### config.mk
export PLATFORM = sky130hd
export DESIGN_NAME = phtt_ctrl
export DESIGN_NICKNAME = d
export VERILOG_FILES = /design/src/rtl/phtt_pkg.sv /design/src/rtl/phtt_ctrl.sv
export SDC_FILE = /design/constraint.sdc
export NUM_CORES = 1
export LEC_CHECK = 0
export ABC_AREA = 1
export BUFFER_PORTS_ARGS = -buffer_cell sky130_fd_sc_hd__buf_2
export CORE_AREA = 3 3 40 42
export CTS_CLUSTER_SIZE = 40
export DETAILED_ROUTE_END_ITERATION = 8
export DIE_AREA = 0 0 43 45
export PLACE_DENSITY_LB_ADDON = 0.15
export SLEW_MARGIN = 20
export SYNTH_ARGS = -nofsm -noshare
export SYNTH_HDL_FRONTEND = slang
export SYNTH_SLANG_ARGS = --single-unit
### constraint.sdc
create_clock -name aclk -period 1.2 [get_ports aclk]
set_input_delay 0.12 -clock aclk [delete_from_list [all_inputs] [get_ports aclk]]
set_output_delay 0.12 -clock aclk [all_outputs]
set_load 0.05 [all_outputs]
### src/rtl/phtt_pkg.sv
`timescale 1ns / 1ps

package phtt_pkg;

    // Operation codes carried in s_tuser.
    localparam logic [1:0] OP_CLEAR  = 2'd0;
    localparam logic [1:0] OP_APPEND = 2'd1;
    localparam logic [1:0] OP_QUERY  = 2'd2;
    localparam logic [1:0] OP_UNUSED = 2'd3;

    // Hit shapes.
    localparam logic [1:0] SHAPE_CIRCLE = 2'd0;
    localparam logic [1:0] SHAPE_BOX    = 2'd1;

    // Configuration register indexes.
    localparam logic [1:0] CFG_SIZE_TYPE_A = 2'd0;
    localparam logic [1:0] CFG_SIZE_TYPE_B = 2'd1;
    localparam logic [1:0] CFG_SIZE_TYPE_C = 2'd2;

    localparam int OBJ_W  = 258;
    localparam int DATA_W = 264;

    // One stored object, laid out as the stream beat (first field in the low bits).
    typedef struct packed {
        logic [63:0]        payload_two;
        logic [63:0]        payload_one;
        logic signed [31:0] dec_word;
        logic [31:0]        ra_word;
        logic signed [15:0] magnitude;
        logic [9:0]         obj_size;
        logic [1:0]         hit_shape;
        logic [5:0]         obj_type;
        logic signed [15:0] pos_y;
        logic signed [15:0] pos_x;
    } obj_t;

    typedef struct packed {
        logic clear;
        logic append;
        logic query;
        logic scan_rd;
        logic fetch_rd;
        logic load_out;
    } cmd_t;

    typedef struct packed {
        logic count_zero;
        logic scan_last;
        logic pipe_busy;
        logic have;
        logic out_free;
    } sts_t;

endpackage

### src/rtl/phtt_ctrl.sv
`timescale 1ns / 1ps

module phtt_ctrl
    import phtt_pkg::*;
(
    input  logic       aclk,
    input  logic       aresetn,
    input  logic       s_tvalid,
    output logic       s_tready,
    input  logic [1:0] s_tuser,
    input  sts_t       sts,
    output cmd_t       cmd
);

    localparam logic [2:0] ST_IDLE  = 3'd0;
    localparam logic [2:0] ST_SCAN  = 3'd1;
    localparam logic [2:0] ST_DRAIN = 3'd2;
    localparam logic [2:0] ST_FETCH = 3'd3;
    localparam logic [2:0] ST_EMIT  = 3'd4;

    logic [2:0] state_reg;
    logic [2:0] state_next;

    assign s_tready = (state_reg == ST_IDLE);

    always_comb begin
        state_next = state_reg;
        cmd        = '0;
        unique case (state_reg)
            ST_IDLE: begin
                if (s_tvalid) begin
                    unique case (s_tuser)
                        OP_CLEAR: begin
                            cmd.clear = 1'b1;
                        end
                        OP_APPEND: begin
                            cmd.append = 1'b1;
                            state_next = ST_EMIT;
                        end
                        OP_QUERY: begin
                            cmd.query  = 1'b1;
                            state_next = sts.count_zero ? ST_EMIT : ST_SCAN;
                        end
                        OP_UNUSED: begin
                            state_next = ST_IDLE;
                        end
                        default: begin
                            state_next = ST_IDLE;
                        end
                    endcase
                end
            end
            ST_SCAN: begin
                cmd.scan_rd = 1'b1;
                if (sts.scan_last) begin
                    state_next = ST_DRAIN;
                end
            end
            ST_DRAIN: begin
                if (!sts.pipe_busy) begin
                    state_next = sts.have ? ST_FETCH : ST_EMIT;
                end
            end
            ST_FETCH: begin
                cmd.fetch_rd = 1'b1;
                state_next   = ST_EMIT;
            end
            ST_EMIT: begin
                if (sts.out_free) begin
                    cmd.load_out = 1'b1;
                    state_next   = ST_IDLE;
                end
            end
            default: begin
                state_next = ST_IDLE;
            end
        endcase
    end

    always_ff @(posedge aclk) begin
        if (!aresetn) begin
            state_reg <= ST_IDLE;
        end else begin
            state_reg <= state_next;
        end
    end

endmodule

* Yosys cells after proc, flatten, opt, wreduce, memory -nomap -nowiden *
Index checks and enable logic that the tools add are counted.
Widths: inputs -> output; s select.

word-level totals
  input port bits = 10
  flip-flop bits (word level) = 3
  logic and storage cells = 33

cells by class
  equality and inequality tests = 12
  reductions and logical operators = 3
  mux-type cells = 17

operators with widths
  cell                count
  $mux 3              8
  $pmux 3 s5          1
  $pmux 3 s3          1
  $ne 2x2->1 const B  4
  $mux 1              7
  $eq 3x2->1 const B  2
  $reduce_and 5->1    1
  $eq 2x2->1 const B  2
  $ne 4x1->1 const B  1
  $eq 3x1->1 const B  1
  $eq 3x3->1 const B  1
  $logic_not 3->1     1
  $eq 2x1->1 const B  1
  $logic_not 2->1     1

* Depth between registers and ports, before layout *
Gate-level depths: netlist of the first run.

  depth after elaboration = 4
  mapped depth = 7
  depth with buffers taken out = 7

* Worst setup path before layout of the first run *
Ideal clock, no wire load.

  kind = flip-flop to output port
  start point = register state_reg[2]
  end point = output port cmd[4] (netlist bit)
  path slack = -943 ps
  stages on the path, launching flop included = 4
  arrival = 2,023 ps
  path buffers = 0
  data required time = 1,080 ps
  path through = dfxtp_1 > nor2_4 > nand2_4 > nor4_1

RTL lines
  what                    line             source
  from (decl)             phtt_ctrl.sv:21  logic [2:0] state_reg;
  from (signal assigned)  phtt_ctrl.sv:84  state_reg <= state_next;
  to (decl)               phtt_ctrl.sv:12  output cmd_t cmd

* Worst setup path after layout of the first run *
  start point = register state_reg[0]
  end point = register state_reg[2]

on the way
  longest elaborated chain between the ends = 3
  elaborated cells between the ends (all ways) = 12

RTL lines
  what                                                              line             source
  $eq 3x1->1, or another cell as far along                          phtt_ctrl.sv:29  unique case (state_reg)
  $ne 2x2->1 (no source line) / $ne 4x1->1 (equally long branches)  n/a
  $reduce_and 5->1 (no source line)                                 n/a

Parallel ways exist; a longest one is shown, timed or not.
A chain may end at the register's enable or synchronous reset.

==> results of run 1 <==
[through the flow]
stage / hold WS, ns / instances / power [uW]
finish: 0.161 / 88 / 527
CTS: 0.145 / 87 / 517
global route: 0.160 / 88 / 574
global placement: 0.395 / 81 / 296
floorplan: 0.271 / 50 / 250
detailed placement: 0.397 / 81 / 296
[synth_stat cells (all sizes together)]
cell	number
o21ai	2
dfxtp	3
nor2	9
nand2	6
inv	14
nor3	1
a21oi	3
nand3	9
nor4	2
o211ai	1
[cell type report]
type                            count  share of cell area (%)
Clock buffer                        4                    4.85
Inverter                           14                    9.70
Multi-Input combinational cell     33                    43.2
Sequential cell                     3                    11.8
Tap cell                           15                    3.46
Timing Repair Buffer               19                    27.0
[critical path, delay by kind of cell, from the launching register on]
| family | cells | cell delay (ns) |
|---|---|---|
| simple gates | 5 | 0.45 |
| flops | 1 | 0.33 |
| compound gates | 1 | 0.07 |
| buf+inv | 2 | 0.29 |
[power by group]
group / total (uW) / leakage, uW / switching (uW) / internal [uW]
sequential: 117 / 0.0000258 / 9.53 / 107
clock: 180 / 0.0000150 / 55.3 / 125
combinational: 230 / 0.000224 / 137 / 93.4
[how the worst max path moves through the flow]
stage | startpoint | endpoint | slack (ns) | cells past startpoint
final | state_reg[0] | state_reg[2] | -0.06 | 8
after global routing | state_reg[0] | cmd[5] | -0.15 | 4
after CTS | state_reg[0] | cmd[5] | -0.08 | 4
after detailed placement | state_reg[2] | cmd[5] | 0.03 | 4
after global placement | state_reg[2] | cmd[5] | 0.05 | 4
after floorplan | state_reg[2] | cmd[4] | -0.06 | 3
[cells by family after synthesis]
group	Yosys count
buffers and inverters	14
and+or+nand+nor	27
DFF	3
AOI/OAI and AO/OA	6
[what timing repair did]
| action | 4_1_cts | 5_1_grt |
|---|---|---|
| endpoints found under the setup margin | 7 | 10 |
| pin swaps | 2 | 0 |
| hold endpoints to repair | 0 | 0 |
| gates resized for setup | 14 | 7 |
| buffers inserted | 2 | 1 |
[layer usage]
metal	up-vias	track usage [%]	routed length, um
li1	205	-	-
met5	-	0	0
met2	10	14.7	407
met4	0	1.81	0
met3	0	5.98	49
met1	157	11.2	361
==> flow_metrics.py, run 1 <==
metrics = {
    "synthesis": {
        "synth_area_per_cell_um2": 5.83,
        "synthSimpleGateAreaFrac_pct": 50.2,
        "synth-seq-cells": 3,
        "syn_inst": 50,
        "synthXorXnorAreaFrac_pct": 0,
        "synthTopCellsByArea": "dfxtp_1 21%, nand3_1 15%, inv_1 14%, nor2_4 7.7%, nand2_1 6.4%",
        "syn-cell-area_um2": 292,
        "ys_types": 15,
        "yosysSeqAreaShare_pct": 20.6,
        "syn_nets": 60,
        "muxShareOfSynthArea_pct": 0,
        "synth_top_cell_area_share_pct": 20.6,
        "ys_warn_count": 0,
        "synthAdderAreaFrac_pct": 0,
        "synth_compound_area_share_pct": 11.2,
        "synth_top_family_by_area": "simple AND/OR/NAND/NOR gates",
        "synth.largest_area_cell": "dfxtp_1",
    },
    "finish": {
        "drive_gt1_share_pct": 56.2,
        "nets": 84,
        "area_growth_pct": 85.8,
        "fin_util_pct": 42.2,
        "regArea_um2": 63.8,
        "multiInputGateArea_um2": 234,
        "antenna_cells": 0,
        "final_cell_mix": "11 x inv_1, 9 x nand3_1, 9 x buf_2",
        "fillers": 135,
        "largest_reg_flops": 3,
        "final_common_cell": "inv_1",
        "final_area_um2": 542,
    },
    "cts": {
        "clk_path_buf_depth": 2,
        "cts.sinks": 3,
        "cts_tree": "built",
        "insertion_delay_ns": 0.24,
        "holdBufCountCts": 0,
        "numCtsBuffers": 3,
        "cts_htree_levels": 1,
        "cts-root-buf": "clkbuf_4",
        "clkSlewWorstSetupHoldPaths_ns": 0.04,
    },
    "timing": {
        "slew_headroom_pct": 85.2,
        "slew_viol_final": 0,
        "tightest_slew_ns": 0.221,
        "grt_setup_unrepaired": "true",
        "setup_viol": 7,
        "fmax_ghz": 0.791,
        "finalCritPeriodShare_pct": 105,
        "fin_crit_ns": 1.26,
        "finalHoldViolations": 0,
        "skew_ns": 0.000968,
        "setup_tns_ns": -0.324,
        "worst_slack_ns": -0.0645,
    },
    "setup_path": {
        "cp_slowest_cell": "dfxtp_2",
        "r2r-end": "state_reg[2]",
        "regToRegStartpoint": "state_reg[0]",
        "cpMostUsedCell": "nor2_4",
        "critPathKind": "register to register",
        "worstRegToRegCells": 8,
        "critPathCaptureType": "register",
        "start_kind": "register",
        "worst-path-max-fanout": 4,
        "cpPeakStageDelay_ns": 0.33,
        "crit_chain": "nor2_4 -> nand2_4 -> buf_4 -> buf_4 -> nor2_4 -> nor2_4 -> nand3_1 -> a21oi_1",
        "arrival_ns": 1.38,
        "r2r_slack_ns": -0.06,
        "cp.required_ns": 1.32,
    },
    "min_path": {
        "hp-start": "aresetn",
        "min_path_cells": 3,
        "whs_endpoint": "state_reg[0]",
        "hp-class": "primary input to register",
    },
    "run_status": {
        "violations": "negative setup slack",
        "status": "finished, violations left",
    },
    "drt": {
        "first_pass_iters": 4,
        "vias": 372,
        "ant_nets": 0,
        "drc": 0,
        "viasPerCell": 4.23,
        "wl_per_cell_um": 9.31,
        "drtIter0Drc": 2,
        "wl_um": 819,
    },
    "die": {
        "start_util_pct": 22.7,
        "dieArea_um2": 1940,
        "fp.dieW_um": 43,
        "die_h_um": 45,
        "core_area_um2": 1280,
        "io_pins": 17,
        "num_rows": 13,
    },
    "job": {
        "max_cap_viol_count": 0,
    },
    "grt": {
        "antenna_found_initial": 0,
        "grt_overflow": 0,
        "grt_pass1_wl_mm": 1.35,
        "grt_pass1_vias": 327,
        "track_usage_pct": 9.47,
        "grt_max_degree": 7,
    },
    "placement": {
        "dp_slack_ns": 0.0340,
        "gp_congestion": 0.760,
        "port_buffers": 16,
        "hpwl_um": 633,
        "postPlaceCellArea_um2": 430,
    },
    "power_and_ir_drop": {
        "ir_drop_mv": 0.543,
        "power_leakage_uw": 0.000265,
        "p_per_area_nw_per_um2": 973,
    },
}
No activity file was read; power rests on OpenSTA's default activity.
==> run 2, diff against run 1 <==
==> constraint.sdc (replaced) <==
create_clock -name aclk -period 1.2 [get_ports aclk]
set_input_delay 0.3 -clock aclk [delete_from_list [all_inputs] [get_ports aclk]]
set_output_delay 0.3 -clock aclk [all_outputs]
set_load 0.05 [all_outputs]
==> run 2 against run 1 <==
The flow still finishes with violations (negative setup slack). Non-clock buffer count rose by 18. Sequential share of layout area fell by 2.9 points. Combinational power rose by 44%. Worst setup slack got worse by 0.21 ns. Wire length rose by 29%. Sequential power fell by 3%. Register-to-register slack got worse by 0.096 ns. Global-route usage rose by 1.7 points. Design area rose by 44%. First-iteration DRC count rose by 50%. Hold slack improved by 0.18 ns. Die area did not move. Critical endpoint is now cmd[5].
==> flow_metrics.py, run 2 (synthesis results as in run 1) <==
metrics = {
    "cts": {
        "clk_path_buf_depth": 2,
        "cts_htree_levels": 1,
        "insertion_delay_ns": 0.23,
        "clkSlewWorstSetupHoldPaths_ns": 0.04,
        "cts-root-buf": "clkbuf_4",
        "cts_tree": "built",
        "cts.sinks": 3,
        "numCtsBuffers": 3,
        "holdBufCountCts": 0,
    },
    "die": {
        "fp.dieW_um": 43,
        "start_util_pct": 22.7,
        "dieArea_um2": 1940,
        "core_area_um2": 1280,
        "io_pins": 17,
        "die_h_um": 45,
        "num_rows": 13,
    },
    "job": {
        "max_cap_viol_count": 0,
    },
    "grt": {
        "track_usage_pct": 11.1,
        "grt_max_degree": 6,
        "grt_pass1_wl_mm": 1.70,
        "grt_overflow": 0,
        "antenna_found_initial": 0,
        "grt_pass1_vias": 433,
    },
    "timing": {
        "setup_viol": 10,
        "finalHoldViolations": 0,
        "whs_ns": 0.344,
        "finalCritPeriodShare_pct": 123,
        "grt_setup_unrepaired": "true",
        "skew_ns": 0.00279,
        "fin_crit_ns": 1.47,
        "fmax_ghz": 0.679,
        "tightest_slew_ns": 0.232,
        "slew_viol_final": 0,
        "worst_slack_ns": -0.273,
        "slew_headroom_pct": 84.4,
    },
    "placement": {
        "dp.cells": 93,
        "port_buffers": 16,
        "gp_congestion": 0.726,
        "hpwl_um": 749,
    },
    "finish": {
        "final_cell_mix": "18 x buf_4, 10 x inv_1, 9 x buf_2",
        "final_cells": 106,
        "drive_gt1_share_pct": 74.7,
        "largest_reg_flops": 3,
        "area_growth_pct": 167,
        "antenna_cells": 0,
        "final_common_cell": "buf_4",
        "nets": 102,
        "fillers": 110,
        "fin_util_pct": 60.6,
    },
    "power_and_ir_drop": {
        "p_per_area_nw_per_um2": 795,
        "power_leakage_uw": 0.000355,
        "ir_drop_mv": 0.487,
    },
    "min_path": {
        "hp-class": "primary input to register",
        "min_path_cells": 3,
        "hp-start": "aresetn",
        "whs_endpoint": "state_reg[2]",
    },
    "setup_path": {
        "cpPeakStageDelay_ns": 0.35,
        "crit_chain": "nor2_4 -> nand2_4 -> nor4_4 -> buf_6",
        "critPathKind": "register to primary output",
        "worst-path-max-fanout": 5,
        "regToRegStartpoint": "state_reg[2]",
        "cp.required_ns": 0.90,
        "start_kind": "register",
        "r2r_slack_ns": -0.16,
        "arrival_ns": 1.17,
        "worstRegToRegCells": 8,
        "cp_slowest_cell": "dfxtp_4",
        "critPathCaptureType": "primary output",
        "r2r-end": "state_reg[0]",
    },
    "drt": {
        "wl_per_cell_um": 9.95,
        "viasPerCell": 4.23,
        "drtIter0Drc": 3,
        "vias": 448,
        "drc": 0,
        "first_pass_iters": 4,
        "ant_nets": 0,
        "wl_mm": 1.06,
    },
    "run_status": {
        "status": "finished, violations left",
        "violations": "negative setup slack",
    },
}
run 2: cell count changes in the layout (fill, tap and decap cells not counted), moves of 3 or more:
cell | before | now
nor2_4 | 3 | 6
buf_6 | 5 | 8
nand3_1 | 9 | 5
buf_4 | 4 | 18
nand3_2 | 0 | 3
nor2_2 | 4 | 1
run 2: critical path, delay by kind of cell, from the launching register on:
family                 cells  cell delay [ns]
buffers and inverters      1             0.20
flip-flops                 1             0.35
AND/OR/NAND/NOR            3             0.39
run 2: area by class of cell:
| cell class | instances | area (um2) | area share, % |
|---|---|---|---|
| flip-flops and latches | 3 | 68.8 | 8.84 |
| well taps | 15 | 18.8 | 2.41 |
| clock buffers | 4 | 26.3 | 3.38 |
| inverters | 14 | 61.3 | 7.88 |
| multi-input cells | 33 | 303 | 38.9 |
| repair buffers | 37 | 300 | 38.6 |
run 2: how the worst max path moves through the flow:
stage                  from      to  slack [ns]  depth (start not counted)
2_1_floorplan  state_reg[2]  cmd[4]       -0.24                          3
3_3_place_gp     s_tuser[0]  cmd[4]       -0.15                          4
3_5_place_dp     s_tuser[0]  cmd[4]       -0.18                          4
4_1_cts        state_reg[2]  cmd[5]       -0.28                          4
5_1_grt        state_reg[2]  cmd[5]       -0.31                          4
6_report       state_reg[2]  cmd[5]       -0.27                          4
run 2: timing repair:
item / 4_1_cts / 5_1_grt
pin swaps: 8 / 5
resized for setup: 31 / 12
setup endpoints to repair: 10 / 10
buffers inserted: 5 / 4
run 2: metrics by stage:
| stage | setup slack, ns | total power, uW | TNS (ns) | cell area [um2] |
|---|---|---|---|---|
| finish | -0.273 | 619 | -1.89 | 778 |
| global route | -0.315 | 660 | -2.38 | 778 |
| CTS | -0.283 | 587 | -1.57 | 696 |
| detailed placement | -0.177 | 339 | -0.874 | 529 |
| global placement | -0.154 | 338 | -0.930 | 529 |
| floorplan | -0.236 | 254 | -0.791 | 340 |
run 2: layer usage:
layer,up-vias,part of all wire [%],track usage (%)
li1,241,-,-
met1,199,42,12.7
met2,8,54,21.6
met3,0,3.6,2.39
met4,0,0,1.81
met5,-,0,0
run 2: report_power, final:
part / leakage, uW / total [uW] / internal [uW] / switching [uW]
Combinational: 0.000313 / 332 / 157 / 175
Sequential: 0.0000264 / 113 / 105 / 8.13
Clock: 0.0000150 / 173 / 124 / 48.6
==> run 3, diff against run 2 <==
--- a/config.mk
+++ b/config.mk
@@ -11,7 +11,7 @@
 export CTS_CLUSTER_SIZE = 40
 export DETAILED_ROUTE_END_ITERATION = 8
 export DIE_AREA = 0 0 43 45
-export PLACE_DENSITY_LB_ADDON = 0.15
+export PLACE_DENSITY = 0.49
 export SLEW_MARGIN = 20
 export SYNTH_ARGS = -nofsm -noshare
 export SYNTH_HDL_FRONTEND = slang
==> run 3 against run 2 <==
The run still ends with negative setup slack left. Via count is 9.4% lower. Wire length is 23% lower. Sequential share of layout area is 0.89 points higher. First-iteration DRC count decreased by 33%. Maximum frequency rose by 1.5%. Hold slack lost 0.013 ns. Clock skew shrank 0.0027 ns. Largest cell class is now buffers. Largest power group unchanged.
==> flow_metrics.py, run 3 (synthesis results as in run 1) <==
metrics = {
    "drt": {
        "viasPerCell": 4.06,
        "vias": 406,
        "drtIter0Drc": 2,
        "drc": 0,
        "wl_um": 813,
        "wl_per_cell_um": 8.13,
        "ant_nets": 0,
        "first_pass_iters": 4,
    },
    "setup_path": {
        "worstRegToRegCells": 10,
        "cpPeakStageDelay_ns": 0.33,
        "start_kind": "register",
        "critPathKind": "register to primary output",
        "path_buf_inv": 3,
        "worst-path-max-fanout": 5,
        "cp.required_ns": 0.90,
        "r2r-end": "state_reg[2]",
        "regToRegStartpoint": "state_reg[0]",
        "r2r_slack_ns": -0.13,
        "cp_top_family": "buffers and inverters",
        "arrival_ns": 1.15,
        "critPathCaptureType": "primary output",
        "cp_slowest_cell": "dfxtp_2",
        "crit_chain": "nor2_4 -> nand2_4 -> buf_4 -> inv_2 -> buf_8",
    },
    "grt": {
        "grt_pass1_vias": 376,
        "antenna_found_initial": 0,
        "track_usage_pct": 9.15,
        "grt_overflow": 0,
        "grt_pass1_wl_mm": 1.36,
        "grt_max_degree": 7,
    },
    "timing": {
        "grt_setup_unrepaired": "true",
        "setup_viol": 8,
        "skew_ns": 0.0000774,
        "finalHoldViolations": 0,
        "fin_crit_ns": 1.45,
        "finalCritPeriodShare_pct": 121,
        "slew_headroom_pct": 85.8,
        "worst_slack_ns": -0.251,
        "setup_tns_ns": -1.54,
        "tightest_slew_ns": 0.212,
        "fmax_ghz": 0.689,
        "slew_viol_final": 0,
        "whs_ns": 0.331,
    },
    "cts": {
        "clkSlewWorstSetupHoldPaths_ns": 0.04,
        "numCtsBuffers": 3,
        "insertion_delay_ns": 0.23,
        "cts_htree_levels": 1,
        "cts.sinks": 3,
        "cts-root-buf": "clkbuf_4",
        "clk_path_buf_depth": 2,
        "cts_tree": "built",
    },
    "power_and_ir_drop": {
        "p_seq_share_pct": 20.8,
        "p_per_area_nw_per_um2": 869,
        "switching_power_uw": 203,
        "pwr-share-clk_pct": 30.9,
        "ir_drop_mv": 0.486,
        "power_leakage_uw": 0.000309,
        "p_int_uw": 355,
        "swShare_pct": 36.4,
        "pwr-share-comb_pct": 48.3,
    },
    "die": {
        "core_area_um2": 1280,
        "dieArea_um2": 1940,
        "io_pins": 17,
        "die_h_um": 45,
        "fp.dieW_um": 43,
        "num_rows": 13,
        "start_util_pct": 22.7,
    },
    "job": {
        "max_cap_viol_count": 0,
    },
    "placement": {
        "hpwl_um": 662,
        "postPlaceCellArea_um2": 529,
        "dp_slack_ns": -0.160,
        "gp_congestion": 0.776,
        "port_buffers": 16,
    },
    "finish": {
        "drive_gt1_share_pct": 61.2,
        "fillers": 129,
        "area_growth_pct": 121,
        "final_cell_mix": "15 x buf_4, 10 x inv_1, 9 x nand3_1, 9 x buf_2, 6 x buf_6",
        "final_area_um2": 643,
        "final_common_cell": "buf_4",
        "largest_reg_flops": 3,
        "nets": 96,
        "fin_util_pct": 50.0,
        "antenna_cells": 0,
    },
    "min_path": {
        "min_path_cells": 3,
        "whs_endpoint": "state_reg[0]",
        "hp-class": "primary input to register",
        "hp-start": "aresetn",
    },
    "run_status": {
        "status": "finished, violations left",
        "violations": "negative setup slack",
    },
}
run 3: changes by cell type in the layout (fill, tap and decap cells not counted), sizes merged:
cell  delta
buf      -6
run 3: cell type report:
class                           instances  area [um2]  share of cell area, %
Clock buffer                            4        26.3                   4.09
Tap cell                               15        18.8                   2.92
Multi-Input combinational cell         33         239                   37.2
Timing Repair Buffer                   31         240                   37.4
Inverter                               14        56.3                   8.75
Sequential cell                         3        62.6                   9.73
run 3: how the worst max path moves through the flow:
stage / cells past startpoint / end / start
2_1_floorplan: 3 / cmd[4] / state_reg[2]
3_3_place_gp: 4 / cmd[4] / s_tuser[0]
3_5_place_dp: 4 / cmd[4] / s_tuser[0]
4_1_cts: 4 / cmd[5] / state_reg[0]
5_1_grt: 4 / cmd[4] / state_reg[0]
6_report: 5 / s_tready / state_reg[0]
run 3: through the flow:
stage / power, uW / instances
floorplan: 254 / 50
global route: 602 / 100
global placement: 337 / 93
finish: 559 / 100
CTS: 551 / 98
detailed placement: 336 / 93
run 3: routing by layer:
layer | global-route usage, % | wire (um) | vias to the layer above | share of wire [%]
li1 | - | - | 229 | -
met1 | 10.6 | 377 | 171 | 46
met2 | 15.9 | 406 | 6 | 50
met3 | 1.59 | 29 | 0 | 3.6
met4 | 5.42 | 0 | 0 | 0
met5 | 0 | 0 | - | 0
run 3: power groups by stage:
stage	Combinational (uW)	Sequential [uW]	Clock, uW
finish	270	116	173
global route	290	117	194
CTS	251	116	184
detailed placement	220	116	0
global placement	220	116	0
floorplan	138	115	0
run 3: worst reg2reg max path, cell delays in order, from the launching register on:
cell	delay, ns
dfxtp_2	0.33
nor2_4	0.13
nand2_4	0.10
buf_4	0.15
inv_2	0.06
buf_4	0.10
buf_4	0.09
nand2_1	0.04
nand2_1	0.06
nand3_1	0.05
a21oi_1	0.13
run 3: repair_timing:
action	in CTS	in global routing
resized for setup	17	4
hold buffers	0	0
buffers inserted	1	2
pin swaps	2	0
setup endpoints to repair	10	10
